==> src/hw/rtl/vkr_pkg.sv <==
// Package: constants, frequency tables and pipeline structs of the key recovery unit.
`default_nettype none
package vkr_pkg;

    localparam int MAX_KEY_DEF     = 16;
    localparam int COUNT_WIDTH_DEF = 20;
    localparam int ALPHA           = 26;
    localparam logic [7:0] LETTER_A = 8'd65;
    localparam logic [7:0] LETTER_Z = 8'd90;
    localparam logic [4:0] LAST_BIN = 5'd25;

    // One scoring term in flight.
    typedef struct packed {
        logic       vld;
        logic [4:0] idx_i;
        logic [4:0] shift_k;
        logic       last_i;
        logic       last_k;
    } t_term;

    // Column result from the scorer.
    typedef struct packed {
        logic       vld;
        logic [4:0] key;
    } t_best;

    // English letter frequency, Q0.16.
    function automatic logic [15:0] freq_q16(input logic [4:0] idx);
        logic [15:0] v;
        unique case (idx)
            5'd0:  v = 16'd5374;
            5'd1:  v = 16'd983;
            5'd2:  v = 16'd1835;
            5'd3:  v = 16'd2818;
            5'd4:  v = 16'd8520;
            5'd5:  v = 16'd1442;
            5'd6:  v = 16'd1311;
            5'd7:  v = 16'd3998;
            5'd8:  v = 16'd4588;
            5'd9:  v = 16'd98;
            5'd10: v = 16'd505;
            5'd11: v = 16'd2621;
            5'd12: v = 16'd1573;
            5'd13: v = 16'd4391;
            5'd14: v = 16'd4915;
            5'd15: v = 16'd1245;
            5'd16: v = 16'd62;
            5'd17: v = 16'd3932;
            5'd18: v = 16'd4129;
            5'd19: v = 16'd5964;
            5'd20: v = 16'd1835;
            5'd21: v = 16'd642;
            5'd22: v = 16'd1573;
            5'd23: v = 16'd98;
            5'd24: v = 16'd1311;
            5'd25: v = 16'd48;
            default: v = 16'd0;
        endcase
        return v;
    endfunction

    // Reciprocal frequency, Q11.5.
    function automatic logic [15:0] recip_q5(input logic [4:0] idx);
        logic [15:0] v;
        unique case (idx)
            5'd0:  v = 16'd390;
            5'd1:  v = 16'd2133;
            5'd2:  v = 16'd1143;
            5'd3:  v = 16'd744;
            5'd4:  v = 16'd246;
            5'd5:  v = 16'd1455;
            5'd6:  v = 16'd1600;
            5'd7:  v = 16'd525;
            5'd8:  v = 16'd457;
            5'd9:  v = 16'd21333;
            5'd10: v = 16'd4156;
            5'd11: v = 16'd800;
            5'd12: v = 16'd1333;
            5'd13: v = 16'd478;
            5'd14: v = 16'd427;
            5'd15: v = 16'd1684;
            5'd16: v = 16'd33684;
            5'd17: v = 16'd533;
            5'd18: v = 16'd508;
            5'd19: v = 16'd352;
            5'd20: v = 16'd1143;
            5'd21: v = 16'd3265;
            5'd22: v = 16'd1333;
            5'd23: v = 16'd21333;
            5'd24: v = 16'd1600;
            5'd25: v = 16'd43243;
            default: v = 16'd0;
        endcase
        return v;
    endfunction

endpackage
`default_nettype wire

==> src/hw/rtl/vkr_score.sv <==
// Shift scoring pipeline: deviation terms, saturating sum, best-shift select.
`default_nettype none
module vkr_score #(
    parameter int COUNT_WIDTH = vkr_pkg::COUNT_WIDTH_DEF
) (
    input  wire                   i_clk,
    input  wire                   i_rst_n,
    input  vkr_pkg::t_term        i_term,     // issue stage, same cycle as memory read
    input  wire [COUNT_WIDTH-1:0] i_total,    // column total, stable over the column
    input  wire [COUNT_WIDTH-1:0] i_rd_data,  // registered memory data, in the cycle after the read
    output vkr_pkg::t_best        o_best
);
    import vkr_pkg::*;

    localparam int DW = COUNT_WIDTH + 16;
    localparam int PW = DW + 16;

    t_term             r_t1, r_t2, r_t3;
    logic [DW-1:0]     r_b1;
    logic [DW-1:0]     r_d2;
    logic [PW-1:0]     r_p3;
    logic [63:0]       r_sum;
    logic [63:0]       r_best_sum;
    logic [4:0]        r_best_k;
    t_best             r_best;

    logic [DW-1:0]     a_val;
    logic [63:0]       acc_base;
    logic [64:0]       acc_wide;
    logic [63:0]       n_sum;
    logic              take_new;

    assign a_val    = {i_rd_data, 16'd0};
    assign acc_base = (r_t3.idx_i == 5'd0) ? 64'd0 : r_sum;
    assign acc_wide = {1'b0, acc_base} + 65'(r_p3);
    assign n_sum    = acc_wide[64] ? {64{1'b1}} : acc_wide[63:0];
    assign take_new = (r_t3.shift_k == 5'd0) || (n_sum < r_best_sum);

    always_ff @(posedge i_clk) begin
        if (!i_rst_n) begin
            r_t1   <= '0;
            r_t2   <= '0;
            r_t3   <= '0;
            r_best <= '0;
        end else begin
            r_t1 <= i_term;
            r_t2 <= r_t1;
            r_t3 <= r_t2;
            r_best.vld <= 1'b0;
            if (r_t3.vld) begin
                r_sum <= n_sum;
                if (r_t3.last_i && take_new) begin
                    r_best_sum <= n_sum;
                    r_best_k   <= r_t3.shift_k;
                end
                if (r_t3.last_i && r_t3.last_k) begin
                    r_best.vld <= 1'b1;
                    r_best.key <= take_new ? r_t3.shift_k : r_best_k;
                end
            end
        end
    end

    // datapath, no reset
    always_ff @(posedge i_clk) begin
        r_b1 <= DW'(freq_q16(i_term.idx_i) * i_total);
        r_d2 <= (a_val > r_b1) ? (a_val - r_b1) : (r_b1 - a_val);
        r_p3 <= PW'(r_d2 * recip_q5(r_t2.idx_i));
    end

    assign o_best = r_best;

endmodule
`default_nettype wire

==> config.mk <==
export PLATFORM = sky130hd
export DESIGN_NAME = vkr_score
export DESIGN_NICKNAME = d
export VERILOG_FILES = /design/src/hw/rtl/vkr_pkg.sv /design/src/hw/rtl/vkr_score.sv
export SDC_FILE = /design/constraint.sdc
export NUM_CORES = 2
export LEC_CHECK = 0
export ABC_AREA = 1
export BUFFER_PORTS_ARGS = -buffer_cell sky130_fd_sc_hd__buf_2
export CAP_MARGIN = 40
export CORE_ASPECT_RATIO = 1.5
export CORE_MARGIN = 2
export CORE_UTILIZATION = 38
export DETAILED_ROUTE_END_ITERATION = 16
export PLACE_DENSITY = 0.64
export SLEW_MARGIN = 10
export SYNTH_ARGS = -nofsm -noshare
export SYNTH_HDL_FRONTEND = slang
export SYNTH_SLANG_ARGS = --single-unit
==> constraint.sdc <==
create_clock -name i_clk -period 11.5 [get_ports i_clk]
set_input_delay 0.575 -clock i_clk [delete_from_list [all_inputs] [get_ports i_clk]]
set_output_delay 0.575 -clock i_clk [all_outputs]
set_load 0.1 [all_outputs]
==> results_dict.tcl <==
set metrics [dict create \
    max_cap_viol_count 0 \
    synth_cells 5665 \
    nNetsFinal 6756 \
    wl_microns 124000 \
    vias 35549 \
    cts_resized 0 \
    finalHoldViolCount 0 \
    rr_startpoint "r_t3[10]$_SDFF_PN0_" \
    syn-num-nets 6823 \
    rows 154 \
    max_stage_delay_ns 0.65 \
    syn2layout_area_growth_pct 6.96 \
    max_slew_margin_pct 36.9 \
    coreArea_sq_mm 0.118 \
    ys_ff_latch 318 \
    place_congestion 0.942 \
    ys.flop_type "dfxtp_1" \
    status "finished clean" \
    pin_count 61 \
    fp.dieH_microns 425 \
    crit_type "reg -> reg" \
    ant_nets 0 \
    cts_buffers 38 \
    fin_crit_sh_pct 71.6 \
    cp-startpoint "r_t3[10]$_SDFF_PN0_" \
    async_reset_ff_share_pct 0 \
    synth-edff-count 133 \
    fp.dieW_microns 285 \
    fin_tns_setup_ns 0 \
    clock_sinks 318 \
    port_buffers 60 \
    ys_warn_count 0 \
    worstMarginPinSlew_ns 0.945 \
    post_cts_buffers 0 \
    synthDistinctLibCells 67 \
    cp.required_ns 11.69 \
    cp_max_fo 52 \
    timing.fmax_ghz 0.122 \
    finalMaxSlewViolations 0 \
    clockRootBuffer "clkbuf_16" \
    gr-usage-all-layers_pct 20.9 \
    grt_antenna_before_repair 7 \
    initial_utilization_pct 38.3 \
    min_path_type "in -> reg" \
    avgSynthCellArea_sq_um 7.94 \
    finalClockSkew_ns 0.0373 \
    first_pass_iters 8 \
    overflow 0 \
    drt_drc_violations_left 0 \
    hp-start "i_term[0]" \
    synthesis.area_sq_mm 0.0450 \
    ctsHtreeMaxLevel 2 \
    critPathArrivalTime_ns 8.42 \
    grt_max_degree 53 \
    drive_gt1_share_pct 4.14 \
    end_kind "register" \
    grt_pass1_vias 38373 \
    clkTransAtPathRegs_ns 0.06 \
    vias_per_cell 4.94 \
    cts_tree "yes" \
    slowest_stage "buf_4" \
    ctsHoldBuffers 0 \
    fin_crit_ns 8.23 \
    synth-seq-area-share_pct 17.1 \
    post_drt_wl_per_cell_microns 17.2 \
    fp.dieArea_sq_mm 0.121 \
    drt_iter0_markers 2045 \
    hold_slack_ns 0.172 \
    rsz0062_at_grt "false" \
    cts_buffer_depth 3 \
    worst_path_most_repeated_cell "nand2_1" \
    grt_pass1_wl_microns 200000 \
    start_kind "register" \
    setup_viol 0 \
    clock_latency_ns 0.59 \
    place_hpwl_microns 98100 \
]
[state kept, by name, indices dropped and copies added, names as in the netlist, named ones only]
| name | cells |
|---|---|
| o_best | 6 |
| r_b1 | 36 |
| r_best_k | 5 |
| r_best_sum | 64 |
| r_d2 | 36 |
| r_p3 | 52 |
| r_sum | 64 |
| r_t1 | 13 |
| r_t2 | 13 |
| r_t3 | 13 |
[synth_stat cells (all sizes together), types with 2 or more instances]
master | n | area [sq um]
xor2 | 99 | 867
nor4 | 17 | 106
a211oi | 13 | 97.6
nand2 | 1262 | 4760
mux2i | 2 | 20.0
nor3 | 21 | 105
a31oi | 39 | 256
and2 | 2 | 12.5
fa | 692 | 13900
ha | 411 | 5140
nand4 | 22 | 138
clkinv | 8 | 31.3
o21bai | 10 | 86.3
o21ai | 158 | 817
o211ai | 16 | 120
buf | 20 | 104
inv | 1451 | 5450
xnor2 | 34 | 298
nand3 | 87 | 435
dfxtp | 185 | 3700
clkbuf | 185 | 694
a221oi | 5 | 43.8
o31ai | 6 | 45.0
o221ai | 13 | 114
edfxtp | 133 | 3990
or2 | 23 | 144
o21a | 12 | 90.1
nand3b | 5 | 41.3
a21o | 9 | 67.6
a21boi | 31 | 248
o2111ai | 2 | 17.5
nor2 | 400 | 1530
o22ai | 8 | 56.3
a21oi | 271 | 1380
[worst paths after layout]
check             slack (ns)                       to  depth (start not counted)
setup reg to reg        3.27  r_best_sum[3]$_DFFE_PP_                         33
hold reg to reg         0.41       r_t3[4]$_SDFF_PN0_                          2
hold / removal          0.17       r_t1[0]$_SDFF_PN0_                          3
setup / recovery        3.27  r_best_sum[3]$_DFFE_PP_                         33
[per-layer routing]
metal	global-route usage, %	wire [microns]	vias to the layer above
li1	-	-	16772
met1	22.9	45600	17293
met2	39.9	65200	1179
met3	2.42	6860	303
met4	9.46	6210	2
met5	0	7	-
[cells in the final DEF (no fill, tap or decap), types with 5 or more instances in the layout]
cell and instances:
a21o_1 9, a21oi_2 5, clkbuf_16 41, buf_2 60, o21ai_0 132, clkinv_2 6
nor3_1 21, fa_1 692, o31ai_1 6, dfxtp_1 183, nand3_1 87, a211oi_1 13
a21oi_1 266, nand2_1 1253, o21ai_2 7, clkinv_1 10, ha_1 411, inv_1 1442
o21a_1 12, a21boi_0 23, o22ai_1 7, o221ai_1 13, nor2_1 392, inv_2 9
o21ai_1 19, xnor2_1 34, xor2_1 99, a31oi_1 37, nor4_1 17, nand4_1 22
or2_2 18, nand2_2 8, o211ai_1 16, buf_4 32, a221oi_1 5, o21bai_1 9
edfxtp_1 133
[stage by stage]
step / area (sq um) / utilization (%) / instances / setup WS (ns)
CTS: 48100 / 40.9 / 7185 / 3.15
global route: 48100 / 40.9 / 7190 / 2.39
finish: 48100 / 40.9 / 7190 / 3.27
detailed placement: 46800 / 39.8 / 7116 / 3.13
floorplan: 45000 / - / 5665 / 3.18
global placement: 46700 / 39.7 / 7112 / 3.16
[worst max-delay path, delay by kind of cell, from the launching register on]
family / cells / cell delay, ns
simple gates: 17 / 3.10
buf+inv: 5 / 1.81
fa+ha+maj: 3 / 0.97
flops: 1 / 0.30
compound gates: 8 / 1.48
[cells by family (layout without fill, tap and decap cells)]
group           Yosys count  count (layout)  share of synthesized area, %
other cells               0               3                             0
compound gates          603             603                          7.84
mux                       2               2                        0.0445
flops                   318             318                          17.1
buf+inv                1664            1626                          14.0
xor+xnor                133             133                          2.59
fa+ha+maj              1103            1103                          42.2
simple gates           1842            1842                          16.2
[cell type report]
cell class                 count  area, sq um
clock buffer                  47         1090
timing repair buffer          98          638
multi-input combinational   3683        31000
clock inverter                22          231
inverter                    1459         5480
fill                       12034        69400
tap                         1560         1950
sequential                   318         7700
antenna                        3         7.51
Power is not shown: default switching activity piles up to over one toggle a cycle in this logic, so the estimate is an artifact.
